## config.mk

```make
export PLATFORM = sky130hd
export DESIGN_NAME = circle_wall_collision_check_unit
export DESIGN_NICKNAME = d
export VERILOG_FILES = /design/src/rtl/core/cwc_pkg.sv /design/src/rtl/core/cwc_ram.sv /design/src/rtl/core/cwc_isqrt.sv /design/src/rtl/core/circle_wall_collision_check_unit.sv
export SDC_FILE = /design/constraint.sdc
export NUM_CORES = 2
export LEC_CHECK = 0
export BUFFER_PORTS_ARGS = -buffer_cell sky130_fd_sc_hd__buf_2
export CORE_ASPECT_RATIO = 1.1
export CORE_MARGIN = 3
export CORE_UTILIZATION = 30
export CTS_BUF_LIST = sky130_fd_sc_hd__clkbuf_4 sky130_fd_sc_hd__clkbuf_8
export DETAILED_ROUTE_END_ITERATION = 10
export PLACE_DENSITY_LB_ADDON = 0.3
export SLEW_MARGIN = 20
export SYNTH_ARGS = -nofsm -noshare
export SYNTH_HDL_FRONTEND = slang
export SYNTH_SLANG_ARGS = --single-unit
```

## constraint.sdc

```tcl
create_clock -name clk -period 5.9 [get_ports clk]
set_input_delay 1.18 -clock clk [delete_from_list [all_inputs] [get_ports clk]]
set_output_delay 1.18 -clock clk [all_outputs]
set_load 0.005 [all_outputs]
```

## src/rtl/core/cwc_pkg.sv

```systemverilog
`timescale 1ns / 1ps

package cwc_pkg;

	// fixed field widths of the stream items
	localparam int COORD_W   = 12;
	localparam int INDEX_W   = 6;
	localparam int COUNT_W   = 7;
	localparam int S_TDATA_W = 96;
	localparam int M_TDATA_W = 8;

	// defaults for the top level parameters
	localparam int MAX_WALLS_DEF  = 64;
	localparam int COORD_BITS_DEF = 12;

	typedef enum logic [0:0] {
		OP_LOAD  = 1'b0,
		OP_QUERY = 1'b1
	} op_t;

	// status of the shared root unit
	typedef struct packed {
		logic done;
		logic exact;
	} sq_stat_t;

endpackage

```

## src/rtl/core/cwc_ram.sv

```systemverilog
`timescale 1ns / 1ps

module cwc_ram #(
	parameter int WIDTH = 48,
	parameter int DEPTH = 64,
	parameter int AW    = (DEPTH > 1) ? $clog2(DEPTH) : 1
) (
	input  logic             clk,
	input  logic             wr_en,
	input  logic [AW-1:0]    wr_addr,
	input  logic [WIDTH-1:0] wr_data,
	input  logic [AW-1:0]    rd_addr,
	output logic [WIDTH-1:0] rd_data
);

	logic [WIDTH-1:0] mem_q [DEPTH];
	logic [WIDTH-1:0] rd_data_q;

	always_ff @(posedge clk) begin
		if (wr_en) begin
			mem_q[wr_addr] <= wr_data;
		end
		rd_data_q <= mem_q[rd_addr];
	end

	assign rd_data = rd_data_q;

endmodule

```

## src/rtl/core/cwc_isqrt.sv

```systemverilog
`timescale 1ns / 1ps

module cwc_isqrt #(
	parameter int CW = 12
) (
	input  logic                clk,
	input  logic                arst_n,
	input  logic                start,
	input  logic [2*CW-1:0]     value,
	output logic [CW-1:0]       root,
	output cwc_pkg::sq_stat_t   stat
);

	import cwc_pkg::*;

	localparam int VW   = 2 * CW;
	localparam int CNTW = $clog2(CW);

	logic [VW-1:0]   v_q;
	logic [VW-1:0]   root_q;
	logic [VW-1:0]   bit_q;
	logic [CNTW-1:0] cnt_q;
	logic            busy_q;
	logic            done_q;
	logic [VW:0]     trial;
	logic            take;

	// one result bit per cycle, most significant first
	assign trial = {1'b0, root_q} + {1'b0, bit_q};
	assign take  = ({1'b0, v_q} >= trial);

	always_ff @(posedge clk or negedge arst_n) begin
		if (!arst_n) begin
			busy_q <= 1'b0;
			done_q <= 1'b0;
			cnt_q  <= '0;
		end else begin
			done_q <= 1'b0;
			if (start) begin
				busy_q <= 1'b1;
				cnt_q  <= '0;
			end else if (busy_q) begin
				cnt_q <= cnt_q + 1'b1;
				if (cnt_q == CNTW'(CW - 1)) begin
					busy_q <= 1'b0;
					done_q <= 1'b1;
				end
			end
		end
	end

	always_ff @(posedge clk) begin
		if (start) begin
			v_q    <= value;
			root_q <= '0;
			bit_q  <= VW'(1) << (VW - 2);
		end else if (busy_q) begin
			if (take) begin
				v_q    <= v_q - trial[VW-1:0];
				root_q <= (root_q >> 1) + bit_q;
			end else begin
				root_q <= root_q >> 1;
			end
			bit_q <= bit_q >> 2;
		end
	end

	assign root       = root_q[CW-1:0];
	assign stat.done  = done_q;
	assign stat.exact = (v_q == '0);

endmodule

```

## src/rtl/core/circle_wall_collision_check_unit.sv

```systemverilog
`timescale 1ns / 1ps
// channel  signals                           item
// s        s_tvalid s_tready s_tdata s_tuser  load a wall or query a circle
// m        m_tvalid m_tready m_tdata          one position_free per query
// cfg      cfg_valid cfg_ready cfg_data       wall_count register
//
// a load is written to the wall table as it is taken; a query fetches and decodes
// each tested wall in turn, skips it when it is neither vertical nor horizontal,
// drops it when r^2 - dx^2 is negative and otherwise waits for the shared
// bit-serial root unit, and ends at the first hit
// s_tready is low for the whole query; the result waits in the output register
// and a new item is taken while it waits, a finished query holds while m is full
// reset clears control state only; the wall table is undefined until loaded

module circle_wall_collision_check_unit #(
	parameter int MAX_WALLS  = cwc_pkg::MAX_WALLS_DEF,
	parameter int COORD_BITS = cwc_pkg::COORD_BITS_DEF
) (
	input  logic                          clk,
	input  logic                          arst_n,
	input  logic                          s_tvalid,
	output logic                          s_tready,
	// wall_index, start x, start y, end x, end y,
	// center_x, center_y, radius, zero fill
	input  logic [cwc_pkg::S_TDATA_W-1:0] s_tdata,
	// op
	input  logic [0:0]                    s_tuser,
	output logic                          m_tvalid,
	input  logic                          m_tready,
	// position_free, zero fill
	output logic [cwc_pkg::M_TDATA_W-1:0] m_tdata,
	input  logic                          cfg_valid,
	output logic                          cfg_ready,
	input  logic [cwc_pkg::COUNT_W-1:0]   cfg_data
);

	import cwc_pkg::*;

	localparam int CW = (COORD_BITS < COORD_W) ? COORD_BITS : COORD_W;
	localparam int AW = (MAX_WALLS > 1) ? $clog2(MAX_WALLS) : 1;
	localparam int NW = $clog2(MAX_WALLS + 1);
	localparam int SW = CW + 2;

	typedef enum logic [2:0] {
		ST_IDLE,
		ST_FETCH,
		ST_DECODE,
		ST_SQUARE,
		ST_ROOT,
		ST_CHECK,
		ST_RESULT
	} state_t;

	state_t state_q;

	logic [COUNT_W-1:0] wall_count_q;
	logic [NW-1:0]      n_q;
	logic [NW-1:0]      idx_q;
	logic [CW-1:0]      cx_q, cy_q;
	logic [2*CW-1:0]    r2_q;
	logic [CW-1:0]      dx_q, sc_q, lo_q, hi_q;
	logic               free_q;
	logic               m_tvalid_q;
	logic               m_free_q;

	logic               s_acc;
	logic               load_acc;
	logic               query_acc;
	logic [31:0]        slot32;
	logic [CW-1:0]      rad_c;
	logic [2*CW-1:0]    r2_c;
	logic [NW-1:0]      n_c;

	logic [4*CW-1:0]    wr_data;
	logic [4*CW-1:0]    rd_data;
	logic [CW-1:0]      w_xs, w_ys, w_xe, w_ye;
	logic               vert, horiz;
	logic [CW-1:0]      w_c, pc_c, sc_c, a_c, b_c;
	logic [CW:0]        diff_c;
	logic [CW:0]        absd_c;

	logic [2*CW-1:0]    dsq_c;
	logic [2*CW:0]      d_c;
	logic               sq_start;
	logic [CW-1:0]      sq_root;
	sq_stat_t           sq_stat;

	logic signed [SW-1:0] sc_e, s_e, lo_e, hi_e, hi_x, lo_raw, lo_x;
	logic                 hit;

	assign s_tready  = (state_q == ST_IDLE);
	assign cfg_ready = 1'b1;
	assign s_acc     = s_tvalid && s_tready;
	assign load_acc  = s_acc && (s_tuser == OP_LOAD);
	assign query_acc = s_acc && (s_tuser == OP_QUERY);

	// table write straight from the load item
	assign slot32  = 32'(s_tdata[5:0]);
	assign wr_data = {s_tdata[42+CW-1:42], s_tdata[30+CW-1:30],
		s_tdata[18+CW-1:18], s_tdata[6+CW-1:6]};

	cwc_ram #(
		.WIDTH (4 * CW),
		.DEPTH (MAX_WALLS),
		.AW    (AW)
	) u_table (
		.clk     (clk),
		.wr_en   (load_acc && (slot32 < MAX_WALLS)),
		.wr_addr (slot32[AW-1:0]),
		.wr_data (wr_data),
		.rd_addr (idx_q[AW-1:0]),
		.rd_data (rd_data)
	);

	assign rad_c = s_tdata[78+CW-1:78];
	assign r2_c  = (2*CW)'(rad_c) * (2*CW)'(rad_c);
	assign n_c   = (32'(wall_count_q) > MAX_WALLS) ? NW'(MAX_WALLS) : NW'(wall_count_q);

	// wall decode: vertical first, then horizontal
	assign w_xs  = rd_data[CW-1:0];
	assign w_ys  = rd_data[2*CW-1:CW];
	assign w_xe  = rd_data[3*CW-1:2*CW];
	assign w_ye  = rd_data[4*CW-1:3*CW];
	assign vert  = (w_xs == w_xe);
	assign horiz = (w_ys == w_ye);

	always_comb begin
		if (vert) begin
			w_c  = w_xs;
			a_c  = w_ys;
			b_c  = w_ye;
			pc_c = cx_q;
			sc_c = cy_q;
		end else begin
			w_c  = w_ys;
			a_c  = w_xs;
			b_c  = w_xe;
			pc_c = cy_q;
			sc_c = cx_q;
		end
	end

	assign diff_c = {1'b0, w_c} - {1'b0, pc_c};
	assign absd_c = diff_c[CW] ? (~diff_c + 1'b1) : diff_c;

	// d = r^2 - dx^2, negative means no crossing
	assign dsq_c    = (2*CW)'(dx_q) * (2*CW)'(dx_q);
	assign d_c      = {1'b0, r2_q} - {1'b0, dsq_c};
	assign sq_start = (state_q == ST_SQUARE) && !d_c[2*CW];

	cwc_isqrt #(
		.CW (CW)
	) u_isqrt (
		.clk    (clk),
		.arst_n (arst_n),
		.start  (sq_start),
		.value  (d_c[2*CW-1:0]),
		.root   (sq_root),
		.stat   (sq_stat)
	);

	// lower crossing truncates toward zero when the root is inexact
	assign sc_e   = signed'({2'b00, sc_q});
	assign s_e    = signed'({2'b00, sq_root});
	assign lo_e   = signed'({2'b00, lo_q});
	assign hi_e   = signed'({2'b00, hi_q});
	assign hi_x   = sc_e + s_e;
	assign lo_raw = sc_e - s_e;
	assign lo_x   = (sq_stat.exact || lo_raw < 0) ? lo_raw : lo_raw - SW'(1);
	assign hit    = ((hi_x > lo_e) && (hi_x < hi_e)) || ((lo_x > lo_e) && (lo_x < hi_e));

	always_ff @(posedge clk or negedge arst_n) begin
		if (!arst_n) begin
			wall_count_q <= '0;
		end else if (cfg_valid && cfg_ready) begin
			wall_count_q <= cfg_data;
		end
	end

	always_ff @(posedge clk or negedge arst_n) begin
		if (!arst_n) begin
			state_q    <= ST_IDLE;
			idx_q      <= '0;
			n_q        <= '0;
			free_q     <= 1'b1;
			m_tvalid_q <= 1'b0;
			m_free_q   <= 1'b0;
		end else begin
			if (m_tvalid_q && m_tready && (state_q != ST_RESULT)) begin
				m_tvalid_q <= 1'b0;
			end
			case (state_q)
				ST_IDLE: begin
					if (query_acc) begin
						idx_q   <= '0;
						n_q     <= n_c;
						free_q  <= 1'b1;
						state_q <= ST_FETCH;
					end
				end
				ST_FETCH: begin
					if (idx_q == n_q) begin
						state_q <= ST_RESULT;
					end else begin
						state_q <= ST_DECODE;
					end
				end
				ST_DECODE: begin
					if (vert || horiz) begin
						state_q <= ST_SQUARE;
					end else begin
						idx_q   <= idx_q + 1'b1;
						state_q <= ST_FETCH;
					end
				end
				ST_SQUARE: begin
					if (d_c[2*CW]) begin
						idx_q   <= idx_q + 1'b1;
						state_q <= ST_FETCH;
					end else begin
						state_q <= ST_ROOT;
					end
				end
				ST_ROOT: begin
					if (sq_stat.done) begin
						state_q <= ST_CHECK;
					end
				end
				ST_CHECK: begin
					if (hit) begin
						free_q  <= 1'b0;
						state_q <= ST_RESULT;
					end else begin
						idx_q   <= idx_q + 1'b1;
						state_q <= ST_FETCH;
					end
				end
				ST_RESULT: begin
					if (!m_tvalid_q || m_tready) begin
						m_tvalid_q <= 1'b1;
						m_free_q   <= free_q;
						state_q    <= ST_IDLE;
					end
				end
				default: begin
					state_q <= ST_IDLE;
				end
			endcase
		end
	end

	// query operands and per-wall working values
	always_ff @(posedge clk) begin
		if (query_acc) begin
			cx_q <= s_tdata[54+CW-1:54];
			cy_q <= s_tdata[66+CW-1:66];
			r2_q <= r2_c;
		end
		if (state_q == ST_DECODE) begin
			dx_q <= absd_c[CW-1:0];
			sc_q <= sc_c;
			lo_q <= (a_c < b_c) ? a_c : b_c;
			hi_q <= (a_c < b_c) ? b_c : a_c;
		end
	end

	assign m_tvalid = m_tvalid_q;
	assign m_tdata  = {(M_TDATA_W - 1)'(0), m_free_q};

	a_root_in_root_state: assert property (@(posedge clk) disable iff (!arst_n)
		sq_stat.done |-> state_q == ST_ROOT)
		else $error("root unit finished outside the root state");

	a_query_blocks_input: assert property (@(posedge clk) disable iff (!arst_n)
		query_acc |=> !s_tready)
		else $error("input still ready after a query was taken");

	a_index_in_range: assert property (@(posedge clk) disable iff (!arst_n)
		state_q != ST_IDLE |-> idx_q <= n_q)
		else $error("wall index ran past the wall count");

	a_result_from_seq: assert property (@(posedge clk) disable iff (!arst_n)
		$rose(m_tvalid) |-> $past(state_q) == ST_RESULT)
		else $error("result shown without a finished query");

endmodule

```

# [Word-level counts from Yosys, hierarchy flattened]
# Memories as Yosys holds them, arrays and structs flattened. A register that Yosys moved wholly into a read port is not among the register bits.
# Cells that the tools add are included.
[word_totals] ram_bits=3072 in_bits=109 regBits=189 output_inout_bits=11 wordCells=133 n_memories=1
[memory_table] name="u_table.mem_q" words=64 width=48 rd=1 rd_clocked_by_memory_dff=1 wr=1 line="cwc_ram.sv:16" text="logic [WIDTH-1:0] mem_q [DEPTH];"
[classes] mul=2 n_eq_ne=18 bitwise_logic=2 n_mux=43 addsub=11 n_lt_le_gt_ge=9 n_reduce_logical=27
[op_table] cell="two-way mux 12 bit" n=8
[op_table] cell="two-way mux 24 bit" n=4
[op_table] cell="multiplier 12 x 12 -> 24 bit" n=2
[op_table] cell="two-way mux 7 bit" n=5
[op_table] cell="one-hot mux 7 bit (4 select lines)" n=1
[op_table] cell="subtractor 12 x 12 -> 13 bit" n=2
[op_table] cell="adder 24 x 23 -> 25 bit" n=1
[op_table] cell="greater-or-equal comparator 24 x 25 -> 1 bit" n=1
[op_table] cell="subtractor 24 x 24 -> 25 bit" n=1
[op_table] cell="adder 23 x 23 -> 24 bit" n=1
[op_table] cell="equality test 12 bit" n=2
[op_table] cell="logical NOT 24 bit" n=1
[op_table] cell="subtractor 24 bit" n=1
[op_table] cell="one-hot mux 3 bit (7 select lines)" n=1
[op_table] cell="two-way mux 3 bit" n=6
[op_table] cell="> comparator 14 x 13 -> 1 bit" n=1
[op_table] cell="less-than comparator 14 x 13 -> 1 bit" n=1
[op_table] cell="two-way mux 14 bit" n=1
[op_table] cell="subtractor 13 x 2 -> 14 bit (second input constant)" n=1
[op_table] cell="adder 12 x 12 -> 13 bit" n=1
[op_table] cell="> comparator 13 x 12 -> 1 bit" n=1
[op_table] cell="less-than comparator 13 x 1 -> 1 bit (second input constant)" n=1
[op_table] cell="less-than comparator 13 x 12 -> 1 bit" n=1
[op_table] cell="two-way mux 1 bit" n=13
[op_table] cell="28 further kinds" n=54

# [Depth between registers and ports, before layout]
[depth] word_depth=9 depth_mapped=26 depth_no_buf=25

# [Modules after synthesis]
# Synthesis repeated with hierarchy kept, for this count alone.
[hier_totals] cells_unflattened=7444 hier_area_um2=140058.1
[by_module_without_submodules] module="cwc_ram" instances=1 cells_per_inst=4970 area_each_um2=117117.3 seq_area_each_um2=93209.4
[by_module_without_submodules] module="circle_wall_collision_check_unit" instances=1 cells_per_inst=1793 area_each_um2=17300.3 seq_area_each_um2=3529.6
[by_module_without_submodules] module="cwc_isqrt" instances=1 cells_per_inst=681 area_each_um2=5640.4 seq_area_each_um2=1591.5

# [Worst setup path after synthesis]
# OpenSTA, ideal clock, no wires.
[synth_path] path_kind="input to register" start="in s_tdata[82] in the netlist's numbering" end="reg r2_q[23], data pin" t_required_ps=5640 setup_time_ps=260 path_slack_ps=-646 n_path_buf=1 t_arrival_ps=6286 stages=21 path_cell_list="clkbuf_1 > inv_1 > nor2_1 > fa_1 > inv_1 > fa_1 > fa_1 > inv_1 > fa_1 > fa_1 > ha_1 > o21a_1 > o2111a_1 > a21oi_1 > a211oi_1 > o21a_1 > o21a_1 > or4_4 > a31o_2 > a21oi_2 > xnor2_1"
[synth_between] elab_chain_cells=1
[synth_rtl] element="start: declaration" line="circle_wall_collision_check_unit.sv:25" text="input logic [cwc_pkg::S_TDATA_W-1:0] s_tdata,"
[synth_rtl] element="multiplier 12 x 12 -> 24 bit" line="circle_wall_collision_check_unit.sv:116" text="assign r2_c = (2*CW)'(rad_c) * (2*CW)'(rad_c);"
[synth_rtl] element="via r2_c[23]" line="circle_wall_collision_check_unit.sv:71" text="logic [2*CW-1:0] r2_c;"
[synth_rtl] element="end signal: assignment" line="circle_wall_collision_check_unit.sv:257" text="r2_q <= r2_c;"
[synth_rtl] element="end: declaration" line="circle_wall_collision_check_unit.sv:60" text="logic [2*CW-1:0] r2_q;"
# The timed path passes the listed nets, and every way through them passes these cells.
# A chain may end at the register's enable or synchronous reset.

# [Final worst setup path]
[layout_path] start="reg dx_q[8]" end="reg u_isqrt.v_q[2], data pin"
[layout_between] elab_chain_cells=5
[layout_rtl] element="start: declaration" line="circle_wall_collision_check_unit.sv:61" text="logic [CW-1:0] dx_q, sc_q, lo_q, hi_q;"
[layout_rtl] element="start signal: assignment" line="circle_wall_collision_check_unit.sv:260" text="dx_q <= absd_c[CW-1:0];"
[layout_rtl] element="multiplier 12 x 12 -> 24 bit" line="circle_wall_collision_check_unit.sv:147" text="assign dsq_c = (2*CW)'(dx_q) * (2*CW)'(dx_q);"
[layout_rtl] element="subtractor 24 x 24 -> 25 bit" line="circle_wall_collision_check_unit.sv:148" text="assign d_c = {1'b0, r2_q} - {1'b0, dsq_c};"
[layout_rtl] element="logical NOT 1 bit" line="circle_wall_collision_check_unit.sv:149" text="assign sq_start = (state_q == ST_SQUARE) && !d_c[2*CW];"
[layout_rtl] element="logical AND 1 bit" line="circle_wall_collision_check_unit.sv:149"
[layout_rtl] element="two-way mux 24 bit" line="cwc_isqrt.sv:53" text="if (start) begin"
[layout_rtl] element="end signal: assignment" line="cwc_isqrt.sv:54" text="v_q <= value;"
[layout_rtl] element="end signal: assignment" line="cwc_isqrt.sv:59" text="v_q <= v_q - trial[VW-1:0];"
[layout_rtl] element="end: declaration" line="cwc_isqrt.sv:19" text="logic [VW-1:0] v_q;"
# Every way passes these cells.

==> qor.csv <==
metric,value,unit
antenna_found_initial,47,
startpoint,dx_q[8],
cts_made_buffers,549,
grt_pass1_wl,561200,µm
critPathArrivalTime,6.65,ns
grt.total_usage,16.51,%
worstReg2RegStart,dx_q[8],
required,6.78,ns
finish.utilization,35.03,%
pin_count,120,
cts_hold_repair.buffers,0,
clockBufferDepth,4,
ys_ff_latch,3308,
gp_congestion,0.8050,
setup_tns,0,ns
slew_headroom,24.06,%
fp.dieH,721.8,µm
insertion_delay,1.18,ns
fin_crit,5.775,ns
first_global_vias,74280,
placed_area,0.1513,mm²
r2r_end,u_isqrt.v_q[2],
async_flop_share,0.9976,%
p_leak,0.05161,µW
tightest_slew,1.139,ns
cellPowerDensity,296.5,mW/mm²
htreeDepth,6,
hpwl,229000,µm
status,"finished, final reports clean",
total_power,48150,µW
crit_path_end,u_isqrt.v_q[2],
yosysWarnings,0,
hold_viol_final,0,
dr.pass1.iters,5,
layout-drive-gt1-share,31.93,%
routed-via-count,71420,
stdcell_area,0.1624,mm²
io_buffer_count,105,
dieArea,0.4740,mm²
end_kind,register,
final_net_count,8182,
grt_max_degree,83,
critPathLaunchType,register,
die_x,656.7,µm
clk_pin_slew,0.06,ns
ys_seq_area_share,70.37,%
post_drt_via_cell_ratio,5.017,
num-fill-cells,43300,
max-cap-violations,0,
worst_slack,0.1248,ns
ctsRootBufferMaster,clkbuf_8,
clock_skew,0.06513,ns
core_area,0.4635,mm²
routedWlPerCell,28.10,µm
fmax,173.2,MHz
crit_type,reg -> reg,
dp_slack,-0.6506,ns
drtIter0Drc,7389,
synth_top_flop_cell,edfxtp_1,
cts_tree,yes,
min_path_type,in -> async,
syn_avg_cell_area,20.38,µm²
globalRoute.totalOverflow,0,
row_count,262,
finalSetupViolCount,0,
reg2regPathDepth,20,
antenna_left,0,
ir_worst_vdd,0.2669,mV
area_growth,16.21,%
drc_errors,0,
wl,399900,µm
synth_cell_types,91,
start_util,30.15,%
period_share,97.88,%
rsz0062_at_grt,true,
synthCells,6855,
r2r_slack,0.12,ns
netlist_area,0.1397,mm²
numClockSinks,3308,
cp_max_fo,6,
synth_edf_count,3191,
maxSlewViolCount,0,
[cells in the mapped netlist (all sizes together), types with 3 or more instances]
cell	count	area, µm²
edfxtp	3191	95820
mux4	1008	22700
inv	370	1389
ha	274	3428
nor2	218	823.3
nand2	190	713.2
fa	186	3724
clkbuf	170	638.1
buf	138	686.9
xnor2	117	1025
a21oi	102	525.5
o21ai	93	465.5
dfxtp	84	1682
mux2i	80	813.3
and2	74	462.9
xor2	74	648.1
a21o	37	279.0
mux2	35	394.1
nand3	34	175.2
dfrtp	32	800.8
nor2b	32	202.7
a31oi	31	215.2
nand4	25	156.4
nor3	24	125.1
nand2b	22	137.6
a211oi	21	180.2
o21a	18	135.1
o21bai	17	131.4
nand3b	16	120.1
nor4	16	100.1
o31ai	14	115.1
or3	12	75.07
a31o	9	78.83
a21boi	8	60.05
and3	8	50.05
o211ai	8	65.06
or2	7	43.79
a211o	6	52.55
a2111oi	5	43.79
and4	4	35.03
o41ai	4	42.55
o2111ai	3	26.28
o21ba	3	36.29
o31a	3	26.28
[sequential cells by signal, indices dropped and copies added, names as in the netlist, 7 cells and up]
register,count
dx_q,12
u_isqrt.v_q,24
u_isqrt.bit_q,12
lo_q,12
u_isqrt.root_q,24
cy_q,12
sc_q,12
idx_q,7
wall_count_q,7
u_table.mem_q,3072
cx_q,12
r2_q,23
hi_q,12
n_q,7
u_table.rd_data,48
[cells by family after synthesis]
family | after synthesis | synth area share (%)
AOI/OAI and AO/OA | 398 | 1.877
xor gates and xnor gates | 191 | 1.197
adders and majority gates | 460 | 5.118
other | 2 | 0.005374
muxes | 1123 | 17.11
and+or+nand+nor | 694 | 2.380
DFF | 3308 | 70.37
buffers and inverters | 679 | 1.945
[through the flow]
step / hold WS (ns) / instances
2_1_floorplan: 0.4375 / 6861
3_3_place_gp: 0.4821 / 13250
3_5_place_dp: 0.4858 / 13250
4_1_cts: 0.03522 / 14200
5_1_grt: 0.1099 / 14220
6_report: 0.1379 / 14230
[cell type report]
cell class	instances	area [µm²]	share of cell area [%]
Sequential cell	3308	98350	60.57
Multi-Input combinational cell	2874	39570	24.37
Timing Repair Buffer	509	4751	2.926
Antenna cell	24	60.06	0.03698
Clock inverter	207	1438	0.8853
Inverter	371	1395	0.8591
Tap cell	6204	7762	4.780
Clock buffer	737	9061	5.580
[power by group]
part	switching [µW]	internal, µW
clock network	9300	10400
logic	1370	1200
registers	3.68	25800
total	10700	37500
[critical path, stage by stage, from the launching register on]
cell      delay, ns
edfxtp_1       0.53
buf_6          0.18
and2_1         0.14
fa_1           0.57
inv_1          0.08
fa_1           0.56
fa_2           0.44
fa_1           0.48
inv_1          0.05
fa_1           0.47
inv_1          0.06
ha_4           0.29
nand2_1        0.06
o21a_1         0.22
o211a_1        0.14
o21ai_2        0.19
a41o_4         0.28
mux2i_4        0.30
buf_6          0.21
buf_4          0.15
o21ai_0        0.08
[layout by cell type (no fill, tap or decap), types with 31 or more instances in the layout]
cell type / netlist / final
clkbuf_8: 0 / 564
nor2_4: 0 / 69
nor2b_1: 31 / 31
clkbuf_4: 0 / 173
fa_1: 186 / 183
a21o_1: 36 / 36
and2_1: 74 / 73
buf_12: 0 / 83
nand3_1: 33 / 32
edfxtp_1: 3191 / 3191
nand2_1: 190 / 185
buf_2: 87 / 92
clkinv_2: 0 / 37
mux4_2: 1008 / 1008
inv_1: 370 / 363
xor2_1: 74 / 73
buf_4: 14 / 318
dfxtp_1: 84 / 84
mux2_2: 35 / 35
ha_1: 274 / 263
xnor2_1: 117 / 116
clkinv_1: 1 / 108
o21ai_0: 85 / 77
mux2i_1: 79 / 79
a21oi_1: 98 / 94
nor2_1: 216 / 145
[what timing repair did]
item	in CTS	in global routing
gates resized for setup	18	51
pin swaps	6	20
setup endpoints to repair	97	97
buffers inserted	5	2
cloned	0	4
[routing by layer]
metal / share of wire [%] / GRT usage, %
met1: 40 / 21.44
met2: 51 / 28.46
met3: 6.6 / 2.797
met4: 2.7 / 4.637
met5: 0.016 / 0
[worst min-delay path by stage]
stage                to  slack, ns  cells past startpoint
3_5_place_dp     free_q       0.49                      2
6_report       m_tvalid       0.14                      1
2_1_floorplan    free_q       0.44                      2
3_3_place_gp     free_q       0.48                      2
5_1_grt         cy_q[4]       0.11                      1
4_1_cts        m_tvalid       0.04                      1
Note: power is estimated with default switching activity, not from simulation.
